## config.mk

```make
export PLATFORM = sky130hd
export DESIGN_NAME = ts_pat_pmt_section_parser
export DESIGN_NICKNAME = d
export VERILOG_FILES = /design/src/rtl/core/tspp_pkg.sv /design/src/rtl/core/tspp_parse.sv /design/src/rtl/core/tspp_queue.sv /design/src/rtl/core/ts_pat_pmt_section_parser.sv
export SDC_FILE = /design/constraint.sdc
export NUM_CORES = 2
export LEC_CHECK = 0
export ABC_AREA = 1
export BUFFER_PORTS_ARGS = -buffer_cell sky130_fd_sc_hd__buf_2
export CORE_MARGIN = 2
export CORE_UTILIZATION = 35
export CTS_BUF_LIST = sky130_fd_sc_hd__clkbuf_8
export DETAILED_ROUTE_END_ITERATION = 6
export PLACE_DENSITY_LB_ADDON = 0.3
export SLEW_MARGIN = 20
export SYNTH_ARGS = -nofsm -noshare
export SYNTH_HDL_FRONTEND = slang
export SYNTH_HIERARCHICAL = 1
export SYNTH_SLANG_ARGS = --single-unit
```

## constraint.sdc

```tcl
create_clock -name clk -period 7.8 [get_ports clk]
set_clock_uncertainty 0.2 [all_clocks]
set_input_delay 1.56 -clock clk [delete_from_list [all_inputs] [get_ports clk]]
set_output_delay 1.56 -clock clk [all_outputs]
set_load 0.01 [all_outputs]
```

## src/rtl/core/tspp_pkg.sv

```systemverilog
// ----------------------------------------------------------------------------
// tspp_pkg: shared types and constants of the PAT/PMT section parser
// Holds the parse steps, phases, result kinds, the result record and the
// stream type classifier.
// ----------------------------------------------------------------------------
package tspp_pkg;

  localparam int MaxPrograms = 64;
  localparam int PacketBytes = 188;
  localparam int TdataBits   = 40;

  typedef enum logic [1:0] {
    PH_PAT  = 2'd0,
    PH_PMT  = 2'd1,
    PH_DONE = 2'd2
  } phase_t;

  typedef enum logic [4:0] {
    ST_B1, ST_B2, ST_B3, ST_ADAPT_LEN, ST_ADAPT_SKIP, ST_PTR, ST_PTR_SKIP, ST_TID,
    ST_LEN_HI, ST_LEN_LO, ST_ID_HI, ST_ID_LO, ST_VER, ST_SECNUM, ST_LASTNUM,
    ST_PAT_E0, ST_PAT_E1, ST_PAT_E2, ST_PAT_E3, ST_PCR_HI, ST_PCR_LO, ST_PIL_HI,
    ST_PIL_LO, ST_DESC_SKIP, ST_ES_TYPE, ST_ES_PID_HI, ST_ES_PID_LO, ST_ES_LEN_HI,
    ST_ES_LEN_LO, ST_ES_SKIP, ST_TAIL, ST_SKIP
  } step_t;

  typedef enum logic [2:0] {
    KIND_PAT      = 3'd0,
    KIND_PMT      = 3'd1,
    KIND_ES       = 3'd2,
    KIND_DONE     = 3'd3,
    KIND_OVERFLOW = 3'd4
  } kind_t;

  typedef struct packed {
    logic [2:0]  kind;
    logic [15:0] program_number;
    logic [12:0] pid_value;
    logic [7:0]  stream_type;
    logic [2:0]  stream_class;
    logic        last_of_run;
  } result_t;

  // Results produced by one byte: up to two, the first always in slot a.
  typedef struct packed {
    logic    push_a;
    logic    push_b;
    result_t slot_a;
    result_t slot_b;
  } push_t;

  // Maps a raw stream type to its class code.
  function automatic logic [2:0] classify(input logic [7:0] t);
    logic [2:0] c;
    case (t)
      8'h01:   c = 3'd0;
      8'h02:   c = 3'd1;
      8'h03:   c = 3'd2;
      8'h04:   c = 3'd3;
      8'h05:   c = 3'd4;
      8'h06:   c = 3'd5;
      8'h07:   c = 3'd5;
      8'h81:   c = 3'd6;
      default: c = 3'd7;
    endcase
    return c;
  endfunction

endpackage

```

## src/rtl/core/tspp_parse.sv

```systemverilog
// ----------------------------------------------------------------------------
// tspp_parse: byte-level packet and section parser
// Walks each 188-byte packet, checks the header and section fields, keeps
// the program table and produces up to two results for each byte.
// ----------------------------------------------------------------------------
module tspp_parse #(
  parameter int MAX_PROGRAMS = tspp_pkg::MaxPrograms
) (
  input  logic            clk,
  input  logic            rst,
  input  logic            accept,
  input  logic [7:0]      data_byte,
  input  logic            packet_start,
  output tspp_pkg::push_t push
);

  localparam int AW = (MAX_PROGRAMS > 1) ? $clog2(MAX_PROGRAMS) : 1;
  localparam logic [7:0] LastPos = 8'(tspp_pkg::PacketBytes - 1);
  localparam logic [6:0] MaxEntries = 7'(MAX_PROGRAMS);

  tspp_pkg::phase_t phase, phase_next;
  tspp_pkg::step_t  step, step_next;
  logic [7:0]  pos, pos_next, pos_eff;
  logic [11:0] skip, skip_next;
  logic [9:0]  rem, rem_next;
  logic [6:0]  entry_count, entry_count_next;
  logic [6:0]  cur, cur_next;
  logic        aw_pat, aw_pat_next, aw_pmt, aw_pmt_next;
  logic [15:0] secpair, secpair_next;
  logic [15:0] fa, fa_next;

  logic [28:0] table_mem [MAX_PROGRAMS];
  logic [28:0] rd_entry;
  logic        wr_en;
  logic [28:0] wr_data;

  logic        emit_v, done_v;
  tspp_pkg::result_t emit_r, done_r;

  // Program table: one write port, one registered read at the current entry.
  always_ff @(posedge clk) begin
    if (wr_en) begin
      table_mem[entry_count[AW-1:0]] <= wr_data;
    end
    rd_entry <= table_mem[cur[AW-1:0]];
  end

  // Parser next-state logic for one byte.
  always_comb begin
    logic [1:0]  am;
    logic [12:0] pid;
    logic [12:0] want;
    logic        waitf;
    logic [9:0]  len;
    logic [6:0]  cur_inc;

    phase_next = phase; step_next = step; skip_next = skip; rem_next = rem;
    entry_count_next = entry_count; cur_next = cur; aw_pat_next = aw_pat;
    aw_pmt_next = aw_pmt; secpair_next = secpair; fa_next = fa;
    wr_en = 1'b0; wr_data = 29'd0;
    emit_v = 1'b0; emit_r = '0; done_v = 1'b0; done_r = '0;
    done_r.kind = tspp_pkg::KIND_DONE;
    am = 2'd0; pid = 13'd0; want = 13'd0; waitf = 1'b0; len = 10'd0; cur_inc = 7'd0;
    pos_eff = packet_start ? 8'd0 : pos;
    pos_next = (pos_eff == LastPos) ? 8'd0 : pos_eff + 8'd1;

    if (phase != tspp_pkg::PH_DONE) begin
      if (pos_eff == 8'd0) begin
        step_next = tspp_pkg::ST_B1;
      end else begin
        if (step > tspp_pkg::ST_LEN_LO && step != tspp_pkg::ST_SKIP && rem != 10'd0) begin
          rem_next = rem - 10'd1;
        end
        case (step)
          tspp_pkg::ST_B1: begin
            fa_next = {8'd0, data_byte};
            step_next = tspp_pkg::ST_B2;
          end
          tspp_pkg::ST_B2: begin
            pid = {fa[4:0], data_byte};
            want = (phase == tspp_pkg::PH_PAT) ? 13'd0 : rd_entry[12:0];
            waitf = (phase == tspp_pkg::PH_PAT) ? aw_pat : aw_pmt;
            if (pid != want || fa[7] || (waitf && !fa[6])) begin
              step_next = tspp_pkg::ST_SKIP;
            end else begin
              step_next = tspp_pkg::ST_B3;
            end
          end
          tspp_pkg::ST_B3: begin
            am = data_byte[5:4];
            if (am == 2'd0 || am == 2'd2) step_next = tspp_pkg::ST_SKIP;
            else if (am == 2'd3) step_next = tspp_pkg::ST_ADAPT_LEN;
            else step_next = tspp_pkg::ST_PTR;
          end
          tspp_pkg::ST_ADAPT_LEN: begin
            skip_next = {4'd0, data_byte};
            step_next = (data_byte != 8'd0) ? tspp_pkg::ST_ADAPT_SKIP : tspp_pkg::ST_PTR;
          end
          tspp_pkg::ST_ADAPT_SKIP: begin
            skip_next = skip - 12'd1;
            if (skip_next == 12'd0) step_next = tspp_pkg::ST_PTR;
          end
          tspp_pkg::ST_PTR: begin
            skip_next = {4'd0, data_byte};
            step_next = (data_byte != 8'd0) ? tspp_pkg::ST_PTR_SKIP : tspp_pkg::ST_TID;
          end
          tspp_pkg::ST_PTR_SKIP: begin
            skip_next = skip - 12'd1;
            if (skip_next == 12'd0) step_next = tspp_pkg::ST_TID;
          end
          tspp_pkg::ST_TID: begin
            if (data_byte == ((phase == tspp_pkg::PH_PAT) ? 8'd0 : 8'd2)) begin
              step_next = tspp_pkg::ST_LEN_HI;
            end else begin
              step_next = tspp_pkg::ST_SKIP;
            end
          end
          tspp_pkg::ST_LEN_HI: begin
            if (data_byte[7:6] != 2'b10 || data_byte[3:2] != 2'b00) begin
              step_next = tspp_pkg::ST_SKIP;
            end else begin
              fa_next = {6'd0, data_byte[1:0], 8'd0};
              step_next = tspp_pkg::ST_LEN_LO;
            end
          end
          tspp_pkg::ST_LEN_LO: begin
            len = {fa[9:8], data_byte};
            if (len > 10'h3fd) begin
              step_next = tspp_pkg::ST_SKIP;
            end else begin
              rem_next = len;
              step_next = tspp_pkg::ST_ID_HI;
            end
          end
          tspp_pkg::ST_ID_HI: step_next = tspp_pkg::ST_ID_LO;
          tspp_pkg::ST_ID_LO: step_next = tspp_pkg::ST_VER;
          tspp_pkg::ST_VER: begin
            step_next = data_byte[0] ? tspp_pkg::ST_SECNUM : tspp_pkg::ST_SKIP;
          end
          tspp_pkg::ST_SECNUM: begin
            secpair_next = {data_byte, 8'd0};
            step_next = tspp_pkg::ST_LASTNUM;
          end
          tspp_pkg::ST_LASTNUM: begin
            secpair_next = {secpair[15:8], data_byte};
            step_next = (phase == tspp_pkg::PH_PAT) ? tspp_pkg::ST_PAT_E0
                                                    : tspp_pkg::ST_PCR_HI;
          end
          tspp_pkg::ST_PAT_E0: begin
            if (rem >= 10'd8) begin
              fa_next = {data_byte, 8'd0};
              step_next = tspp_pkg::ST_PAT_E1;
            end else begin
              step_next = tspp_pkg::ST_TAIL;
            end
          end
          tspp_pkg::ST_PAT_E1: begin
            fa_next = {fa[15:8], data_byte};
            step_next = tspp_pkg::ST_PAT_E2;
          end
          tspp_pkg::ST_PAT_E2: begin
            skip_next = {7'd0, data_byte[4:0]};
            step_next = tspp_pkg::ST_PAT_E3;
          end
          tspp_pkg::ST_PAT_E3: begin
            pid = {skip[4:0], data_byte};
            emit_v = 1'b1;
            emit_r.program_number = fa;
            emit_r.pid_value = pid;
            if (entry_count < MaxEntries) begin
              wr_en = 1'b1;
              wr_data = {fa, pid};
              entry_count_next = entry_count + 7'd1;
              emit_r.kind = tspp_pkg::KIND_PAT;
            end else begin
              emit_r.kind = tspp_pkg::KIND_OVERFLOW;
            end
            step_next = tspp_pkg::ST_PAT_E0;
          end
          tspp_pkg::ST_PCR_HI: begin
            fa_next = {3'd0, data_byte[4:0], 8'd0};
            step_next = tspp_pkg::ST_PCR_LO;
          end
          tspp_pkg::ST_PCR_LO: begin
            emit_v = 1'b1;
            emit_r.kind = tspp_pkg::KIND_PMT;
            emit_r.program_number = rd_entry[28:13];
            emit_r.pid_value = {fa[12:8], data_byte};
            step_next = tspp_pkg::ST_PIL_HI;
          end
          tspp_pkg::ST_PIL_HI: begin
            fa_next = {4'd0, data_byte[3:0], 8'd0};
            step_next = tspp_pkg::ST_PIL_LO;
          end
          tspp_pkg::ST_PIL_LO: begin
            skip_next = {fa[11:8], data_byte};
            step_next = (skip_next != 12'd0) ? tspp_pkg::ST_DESC_SKIP
                                             : tspp_pkg::ST_ES_TYPE;
          end
          tspp_pkg::ST_DESC_SKIP: begin
            skip_next = skip - 12'd1;
            if (skip_next == 12'd0) step_next = tspp_pkg::ST_ES_TYPE;
          end
          tspp_pkg::ST_ES_TYPE: begin
            if (rem > 10'd4) begin
              fa_next = {8'd0, data_byte};
              step_next = tspp_pkg::ST_ES_PID_HI;
            end else begin
              step_next = tspp_pkg::ST_TAIL;
            end
          end
          tspp_pkg::ST_ES_PID_HI: begin
            skip_next = {7'd0, data_byte[4:0]};
            step_next = tspp_pkg::ST_ES_PID_LO;
          end
          tspp_pkg::ST_ES_PID_LO: begin
            emit_v = 1'b1;
            emit_r.kind = tspp_pkg::KIND_ES;
            emit_r.program_number = rd_entry[28:13];
            emit_r.pid_value = {skip[4:0], data_byte};
            emit_r.stream_type = fa[7:0];
            emit_r.stream_class = tspp_pkg::classify(fa[7:0]);
            step_next = tspp_pkg::ST_ES_LEN_HI;
          end
          tspp_pkg::ST_ES_LEN_HI: begin
            fa_next = {4'd0, data_byte[3:0], 8'd0};
            step_next = tspp_pkg::ST_ES_LEN_LO;
          end
          tspp_pkg::ST_ES_LEN_LO: begin
            skip_next = {fa[11:8], data_byte};
            step_next = (skip_next != 12'd0) ? tspp_pkg::ST_ES_SKIP
                                             : tspp_pkg::ST_ES_TYPE;
          end
          tspp_pkg::ST_ES_SKIP: begin
            skip_next = skip - 12'd1;
            if (skip_next == 12'd0) step_next = tspp_pkg::ST_ES_TYPE;
          end
          default: ;
        endcase
      end

      // End of packet: close the section and move through the phases.
      if (pos_eff == LastPos && step_next >= tspp_pkg::ST_PAT_E0 &&
          step_next != tspp_pkg::ST_SKIP) begin
        if (phase == tspp_pkg::PH_PAT) begin
          aw_pat_next = 1'b0;
          if (secpair_next[15:8] == secpair_next[7:0]) begin
            cur_next = 7'd0;
            if (entry_count_next == 7'd0) begin
              phase_next = tspp_pkg::PH_DONE;
              done_v = 1'b1;
            end else begin
              phase_next = tspp_pkg::PH_PMT;
            end
          end
        end else begin
          aw_pmt_next = 1'b0;
          if (secpair_next[15:8] == secpair_next[7:0]) begin
            cur_inc = cur + 7'd1;
            cur_next = cur_inc;
            if (cur_inc >= entry_count_next) begin
              phase_next = tspp_pkg::PH_DONE;
              done_v = 1'b1;
            end
          end
        end
      end
    end
  end

  // Pack the results of this byte into the two push slots.
  always_comb begin
    push = '0;
    push.push_a = accept && (emit_v || done_v);
    push.push_b = accept && emit_v && done_v;
    push.slot_a = emit_v ? emit_r : done_r;
    push.slot_a.last_of_run = !(emit_v && done_v);
    push.slot_b = done_r;
    push.slot_b.last_of_run = 1'b1;
  end

  // Parser state registers, updated on each accepted byte.
  always_ff @(posedge clk) begin
    if (rst) begin
      phase <= tspp_pkg::PH_PAT;
      step <= tspp_pkg::ST_B1;
      pos <= 8'd0;
      skip <= 12'd0;
      rem <= 10'd0;
      entry_count <= 7'd0;
      cur <= 7'd0;
      aw_pat <= 1'b1;
      aw_pmt <= 1'b1;
      secpair <= 16'd0;
      fa <= 16'd0;
    end else if (accept) begin
      phase <= phase_next;
      step <= step_next;
      pos <= pos_next;
      skip <= skip_next;
      rem <= rem_next;
      entry_count <= entry_count_next;
      cur <= cur_next;
      aw_pat <= aw_pat_next;
      aw_pmt <= aw_pmt_next;
      secpair <= secpair_next;
      fa <= fa_next;
    end
  end

endmodule

```

## src/rtl/core/tspp_queue.sv

```systemverilog
// ----------------------------------------------------------------------------
// tspp_queue: four-entry result queue
// Takes up to two results in a cycle and hands out one per transfer.
// ----------------------------------------------------------------------------
module tspp_queue (
  input  logic              clk,
  input  logic              rst,
  input  tspp_pkg::push_t   push,
  output logic              room,
  output logic              out_valid,
  input  logic              out_ready,
  output tspp_pkg::result_t out_result,
  output logic [2:0]        count
);

  tspp_pkg::result_t store [4];
  logic [1:0] wp, rp;
  logic       pop;
  logic [2:0] n_in;

  assign pop = out_valid && out_ready;
  assign n_in = {2'd0, push.push_a} + {2'd0, push.push_b};
  assign room = (count <= 3'd2);
  assign out_valid = (count != 3'd0);
  assign out_result = store[rp];

  // Result storage.
  always_ff @(posedge clk) begin
    if (push.push_a) store[wp] <= push.slot_a;
    if (push.push_b) store[wp + 2'd1] <= push.slot_b;
  end

  // Pointers and fill level.
  always_ff @(posedge clk) begin
    if (rst) begin
      wp <= 2'd0;
      rp <= 2'd0;
      count <= 3'd0;
    end else begin
      wp <= wp + n_in[1:0];
      if (pop) rp <= rp + 2'd1;
      count <= count + n_in - {2'd0, pop};
    end
  end

endmodule

```

## src/rtl/core/ts_pat_pmt_section_parser.sv

```systemverilog
// ----------------------------------------------------------------------------
// ts_pat_pmt_section_parser: PAT and PMT section parser for transport streams
// Parses the PAT into a program table, then each listed PMT, and reports
// program entries, PCR PIDs, elementary streams and the end of the parse.
//
//   channel | direction | tdata                          | tuser          | tlast
//   s_axis  | in        | data_byte                      | packet_start   | -
//   m_axis  | out       | program_number, pid_value,     | kind           | last_of_run
//           |           | stream_type, stream_class      |                |
//
// One byte is taken per cycle while there is room; its results are registered.
// A byte yields at most two results, which queue in a four-entry buffer;
// input is held off while fewer than two places are free.
// Reset is synchronous and returns the parser to the PAT phase.
// The program table is not cleared; only written entries are ever used.
// ----------------------------------------------------------------------------
module ts_pat_pmt_section_parser #(
  parameter int MAX_PROGRAMS = tspp_pkg::MaxPrograms
) (
  input  logic        clk,
  input  logic        rst,
  input  logic        s_axis_tvalid,
  output logic        s_axis_tready,
  input  logic [7:0]  s_axis_tdata,   // [7:0] data_byte
  input  logic [0:0]  s_axis_tuser,   // [0] packet_start
  output logic        m_axis_tvalid,
  input  logic        m_axis_tready,
  output logic [39:0] m_axis_tdata,   // [15:0] program_number, [28:16] pid_value,
                                      // [36:29] stream_type, [39:37] stream_class
  output logic [2:0]  m_axis_tuser,   // [2:0] kind
  output logic        m_axis_tlast
);

  logic              accept;
  logic              room;
  logic [2:0]        count;
  tspp_pkg::push_t   push;
  tspp_pkg::result_t res;

  assign s_axis_tready = room;
  assign accept = s_axis_tvalid && room;

  tspp_parse #(.MAX_PROGRAMS(MAX_PROGRAMS)) u_parse (
    .clk          (clk),
    .rst          (rst),
    .accept       (accept),
    .data_byte    (s_axis_tdata),
    .packet_start (s_axis_tuser[0]),
    .push         (push)
  );

  tspp_queue u_queue (
    .clk        (clk),
    .rst        (rst),
    .push       (push),
    .room       (room),
    .out_valid  (m_axis_tvalid),
    .out_ready  (m_axis_tready),
    .out_result (res),
    .count      (count)
  );

  // Output packing.
  assign m_axis_tdata = {res.stream_class, res.stream_type, res.pid_value,
                         res.program_number};
  assign m_axis_tuser = res.kind;
  assign m_axis_tlast = res.last_of_run;

  // The queue never holds more than its four entries.
  a_count_bound: assert property (@(posedge clk) disable iff (rst) count <= 3'd4)
    else $error("result queue over-filled");

  // Results only come from an accepted byte.
  a_push_accept: assert property (@(posedge clk) disable iff (rst)
    push.push_a |-> accept)
    else $error("result pushed without a byte transfer");

  // A second result from one byte is always the completion report.
  a_second_done: assert property (@(posedge clk) disable iff (rst)
    push.push_b |-> (push.push_a && push.slot_b.kind == tspp_pkg::KIND_DONE))
    else $error("unexpected second result");

endmodule
```

=== Word-level counts from Yosys, hierarchy flattened ===
Memory sizes are Yosys's and may differ from the RTL's. A register that Yosys moved wholly into a read port is not among the register bits.
Index checks and enable logic that the tools add are counted.

* Add/sub/neg operators: 11
* Magnitude comparators: 8
* Eq/ne operators: 50
* Mux-type cells: 81
* Bitwise logic cells: 3
* Reductions and logical operators: 50

{| class="wikitable"
|+ Operator list
! cell !! number
|-
| 5-bit case mux with 29 select lines || 1
|-
| 29-bit 2-to-1 mux || 4
|-
| 16-bit case mux with 7 select lines || 1
|-
| 32-bit case mux with 3 select lines || 1
|-
| 43-bit 2-to-1 mux || 2
|-
| 16-bit 2-to-1 mux || 5
|-
| 5-bit == test (second input constant) || 14
|-
| 5-bit 2-to-1 mux || 12
|-
| 7-bit 2-to-1 mux || 7
|-
| 12-bit case mux with 4 select lines || 1
|-
| 44-bit 2-to-1 mux || 1
|-
| 5-bit by 4-bit == test with 1-bit output (second input constant) || 8
|-
| 8-bit by 3-bit == test with 1-bit output (second input constant) || 4
|-
| 16-bit case mux with 2 select lines || 1
|-
| 10-bit 2-to-1 mux || 3
|-
| 1-bit 2-to-1 mux || 23
|-
| 3-bit case mux with 7 select lines || 1
|-
| 5-bit by 3-bit == test with 1-bit output (second input constant) || 4
|-
| 8-bit by 2-bit == test with 1-bit output (second input constant) || 2
|-
| 8-bit == test || 2
|-
| 8-bit == test (second input constant) || 2
|-
| 2-bit 2-to-1 mux || 8
|-
| 8-bit 2-to-1 mux || 2
|-
| 4-bit AND reduction || 4
|-
| 54 further kinds || 90
|}

* Register bits: 92
* Memory bits (writable): 2032
* Word-level logic and storage cells: 220
* Memories kept: 2

{| class="wikitable"
|+ Memory list
! name !! depth !! width !! read ports !! clocked after memory_dff !! write ports !! RTL line !! source
|-
| u_parse.table_mem || 64 || 29 || 1 || 1 || 1 || tspp_parse.sv:32 || <nowiki>logic [28:0] table_mem [MAX_PROGRAMS];</nowiki>
|-
| u_queue.store || 4 || 44 || 1 || 1 || 2 || tspp_queue.sv:16 || <nowiki>tspp_pkg::result_t store [4];</nowiki>
|}

=== Longest topological paths before layout ===
* Word-level depth: 19
* Gate-level depth with buffers: 33
* Gate-level depth less buffers: 31

=== Modules after synthesis ===
Netlist, hierarchy kept.

{| class="wikitable"
|+ Modules (own cells, without submodules)
! module !! instances !! cells each !! area an instance (sq um) !! seq. area each (sq um)
|-
| tspp_parse || 1 || 6582 || 79998.0 || 58015.6
|-
| tspp_queue || 1 || 928 || 8858.5 || 5465.2
|-
| ts_pat_pmt_section_parser || 1 || 2 || 7.5 || 0.0
|}

=== Worst setup path after synthesis ===
OpenSTA, ideal clock, no wires.

* Path type: input-to-reg
* Start: input port s_axis_tuser
* End: memory u_queue/store[3][0] (netlist name) (enable)
* Setup time: 511 ps
* Data arrival time: 7441 ps
* Path slack: -352 ps
* Cell stages on the path: 21
* Cell sequence: buf_4 > nor2_1 > inv_1 > ha_1 > nand3_1 > buf_4 > nand3_4 > inv_1 > nand2_1 > xor2_1 > inv_1 > ha_1 > a21oi_1 > o21a_1 > nand4_1 > nand2_1 > a21oi_2 > nand3_2 > o21ai_0 > inv_1 > o31ai_1

{| class="wikitable"
|+ RTL lines
! item !! RTL line !! source
|-
| start, declared || ts_pat_pmt_section_parser.sv:25 || <nowiki>input logic [0:0] s_axis_tuser,</nowiki>
|-
| end, declared || tspp_queue.sv:16 ||
|}

==> results.sh <==
export IMPL_status="complete, no violations"
export IMPL_cp_arrival_ns=6.83
export IMPL_crit_required_ns=8.58
export IMPL_yosysTopAreaCellShare_pct=68.67
export IMPL_start_util_pct=35.28
export IMPL_crit_cells=27
export IMPL_p_leak_nw=28.26
export IMPL_syn_cell_area_sq_um=88860
export IMPL_synthMuxAreaShare_pct=0
export IMPL_drv_cap=0
export IMPL_rows=184
export IMPL_ys_async_sr_fraction_pct=0
export IMPL_cts_buffers=359
export IMPL_grt_pass1_vias=58610
export IMPL_boundaryPins=59
export IMPL_critPathCaptureType="register"
export IMPL_groute_usage_overall_pct=20.44
export IMPL_slew_headroom_pct=23.43
export IMPL_fin_util_pct=39.60
export IMPL_hp_class="register to register"
export IMPL_syn_to_final_growth_pct=12.24
export IMPL_layout_drive_gt1_share_pct=10.67
export IMPL_critPathBufInv=8
export IMPL_die_h_um=507.9
export IMPL_clock_fmax_mhz=165.3
export IMPL_synth_edff_count=2032
export IMPL_fin_nets=7629
export IMPL_avgRoutedWirePerCell_um=24.20
export IMPL_port_buffers=58
export IMPL_grt_pass1_wl_um=392900
export IMPL_min_from="u_parse/aw_pmt$_SDFFE_PP1P_"
export IMPL_path_clk_slew_ns=0.06
export IMPL_hold_slack_ns=0.2574
export IMPL_r2r_end="u_queue/count[2]$_SDFF_PP0_"
export IMPL_routed_wirelength_um=271000
export IMPL_synth_compound_area_share_pct=14.56
export IMPL_synth_simple_gate_area_share_pct=9.845
export IMPL_crit_path_end="u_queue/count[2]$_SDFF_PP0_"
export IMPL_r2r_start="u_parse/step[4]$_SDFFE_PP0P_"
export IMPL_drt_vias_per_instance=5.505
export IMPL_startpoint="u_parse/step[4]$_SDFFE_PP0P_"
export IMPL_fill_cells=23930
export IMPL_core_sq_um=251900
export IMPL_cts_sinks=2155
export IMPL_cp_common_cell="inv_1"
export IMPL_pre_cts_ws_ns=1.259
export IMPL_rsz0062_at_grt="no"
export IMPL_final_cell_mix="edfxtp_1, nor2_1, o21ai_0"
export IMPL_ys_ff_latch=2155
export IMPL_clk_insertion_delay_late_ns=1.07
export IMPL_synthDistinctLibCells=53
export IMPL_place_inst=10580
export IMPL_avgSynthCellArea_sq_um=11.83
export IMPL_worst_path_max_fanout=19
export IMPL_mostFrequentLayoutCell="edfxtp_1"
export IMPL_slew_violations=0
export IMPL_drcViolationCount=0
export IMPL_critPathLaunchType="register"
export IMPL_fin_crit_sh_pct=77.58
export IMPL_ys_seq_area_share_pct=71.44
export IMPL_hold_buffers=0
export IMPL_drtAntennaViolNets=0
export IMPL_cts_setup_buffers=0
export IMPL_gp_congestion=0.8786
export IMPL_ys_flop_type="edfxtp_1"
export IMPL_antenna_found_initial=8
export IMPL_setup_tns_ns=0
export IMPL_tritoncts="done"
export IMPL_firstDrtPassIters=7
export IMPL_synth_top_cells_by_area="edfxtp_1, o21ai_0, nor2_1"
export IMPL_cts_resized=0
export IMPL_dp_hpwl_um=145800
export IMPL_num_vias=61650
export IMPL_fp_dieArea_sq_um=257900
export IMPL_ys_warn_count=6
export IMPL_peakVddDrop_uv=180.7
export IMPL_grt_max_degree=177
export IMPL_die_width_um=507.9
export IMPL_reg2reg_depth=27
export IMPL_finalWorstSetupSlack_ns=1.749
export IMPL_power_density_nw_per_um2=228.8
export IMPL_clk_path_buf_depth=4
export IMPL_period_minus_slack_ns=6.051
export IMPL_rrSetupSlack_ns=1.75
export IMPL_grt_overflow=0
export IMPL_synthXorXnorAreaFrac_pct=0.2464
export IMPL_synth_top_family_by_area="compound AO/OA/AOI/OAI gates"
export IMPL_clock_tree_root_cell="clkbuf_8"
export IMPL_path_class="register to register"
export IMPL_path_delay_family="simple AND/OR/NAND/NOR gates"
export IMPL_cts_htree_levels=5
export IMPL_setup_viol=0
export IMPL_synthAdderAreaFrac_pct=0.2900
export IMPL_initialDrtViolationCount=7230
export IMPL_worst_pin_slew_ns=1.146
export IMPL_stdcell_count=11200
export IMPL_synth_cells=7512
export IMPL_critPathMaxStageDelay_ns=0.72
export IMPL_synth_top_area_cell="edfxtp_1"
export IMPL_hold_viol=0
export IMPL_slowest_stage="dfxtp_1"
worst register-to-register path, cell delays in order, from the launching register on:
cell and delay [ns]:
dfxtp_1 0.72, inv_2 0.29, nor2_4 0.30, nand2_4 0.09, inv_2 0.41, nand3_4 0.18, inv_1 0.23, nand2_1 0.10
xor2_1 0.23, inv_1 0.07, ha_1 0.32, a21oi_1 0.08, o21a_1 0.17, nand4_1 0.13, nand2_1 0.09, a21oi_2 0.17
nand3_2 0.21, nor2_1 0.49, ha_1 0.35, inv_1 0.06, ha_1 0.21, inv_1 0.06, ha_1 0.13, inv_1 0.05
fa_1 0.43, inv_1 0.07, nand2_1 0.05, a21oi_1 0.14
metrics by stage:
step                      instance area, sq um  total power [mW]
after CTS                                99670             22.98
after global placement                   93380             13.99
after floorplan                          89020             13.61
after global routing                     99730             23.61
after detailed placement                 93380             13.99
final                                    99740             22.82
layout make-up:
cell class	instances	area, sq um	area share, %
clock buffer	374	5147	5.161
multi-input combinational	4616	23080	23.14
tap	3348	4189	4.200
clock inverter	238	1137	1.140
inverter	226	873.3	0.8756
sequential	2155	63500	63.67
antenna	4	10.01	0.01004
timing repair buffer	238	1799	1.804
logic make-up (layout without fill, tap and decap cells):
group	count (synthesis)	in the layout
xor gates and xnor gates	25	25
and+or+nand+nor	2202	2202
adders and majority gates	20	20
other	2	48
DFF	2155	2155
AOI/OAI and AO/OA	2325	2325
buffers and inverters	783	1076
Yosys cell counts (all sizes together), types with 2 or more instances:
library cell	number
a22oi	24
xor2	18
o32ai	14
o311ai	12
conb	2
o21bai	12
a31oi	6
nand3	112
inv	221
nor2	1574
nor4	6
nand4	25
o22ai	548
clkinv	5
ha	19
edfxtp	2032
a21oi	92
a211oi	18
o2111ai	2
nand3b	2
o21ai	1492
o221ai	50
o31ai	8
dfxtp	123
xnor2	7
clkbuf	454
nand2	463
buf	103
nor3	19
o211ai	42
worst min path at each step:
stage                     slack, ns                           to  cells after the start
after global placement         0.24  u_parse/aw_pmt$_SDFFE_PP1P_                      2
after CTS                      0.25  u_parse/aw_pmt$_SDFFE_PP1P_                      2
after floorplan                0.22  u_parse/aw_pmt$_SDFFE_PP1P_                      2
final                          0.26  u_parse/aw_pmt$_SDFFE_PP1P_                      2
after global routing           0.30  u_parse/aw_pmt$_SDFFE_PP1P_                      2
after detailed placement       0.24  u_parse/aw_pmt$_SDFFE_PP1P_                      2
sequential cells by signal, summed over array words and instances, names as in the netlist, named ones only:
| name | cells |
|---|---|
| u_parse/table_mem | 1856 |
| u_queue/store | 176 |
| u_parse/rd_entry | 29 |
| u_parse/fa | 16 |
| u_parse/secpair | 16 |
| u_parse/skip | 12 |
| u_parse/rem | 10 |
| u_parse/pos | 8 |
| u_parse/cur | 7 |
| u_parse/entry_count | 7 |
| u_parse/step | 5 |
| u_queue/count | 3 |
| u_parse/phase | 2 |
| u_queue/rp | 2 |
| u_queue/wp | 2 |
| u_parse/aw_pat | 1 |
| u_parse/aw_pmt | 1 |
power by group:
| part | total, mW | switching (mW) | internal (mW) |
|---|---|---|---|
| Combinational | 1.16 | 0.852 | 0.306 |
| Clock | 9.05 | 4.42 | 4.63 |
| Sequential | 12.6 | 0.0823 | 12.5 |
| Total | 22.8 | 5.35 | 17.5 |
metal layers:
| layer | up-vias | GRT usage, % | share of wire [%] |
|---|---|---|---|
| met4 | 0 | 8.391 | 3.8 |
| met3 | 475 | 3.480 | 8.3 |
| li1 | 27620 | - | - |
| met2 | 2779 | 32.52 | 46 |
| met5 | - | 0 | 0 |
| met1 | 30780 | 27.71 | 42 |
Power figures use the tool's default switching activity.
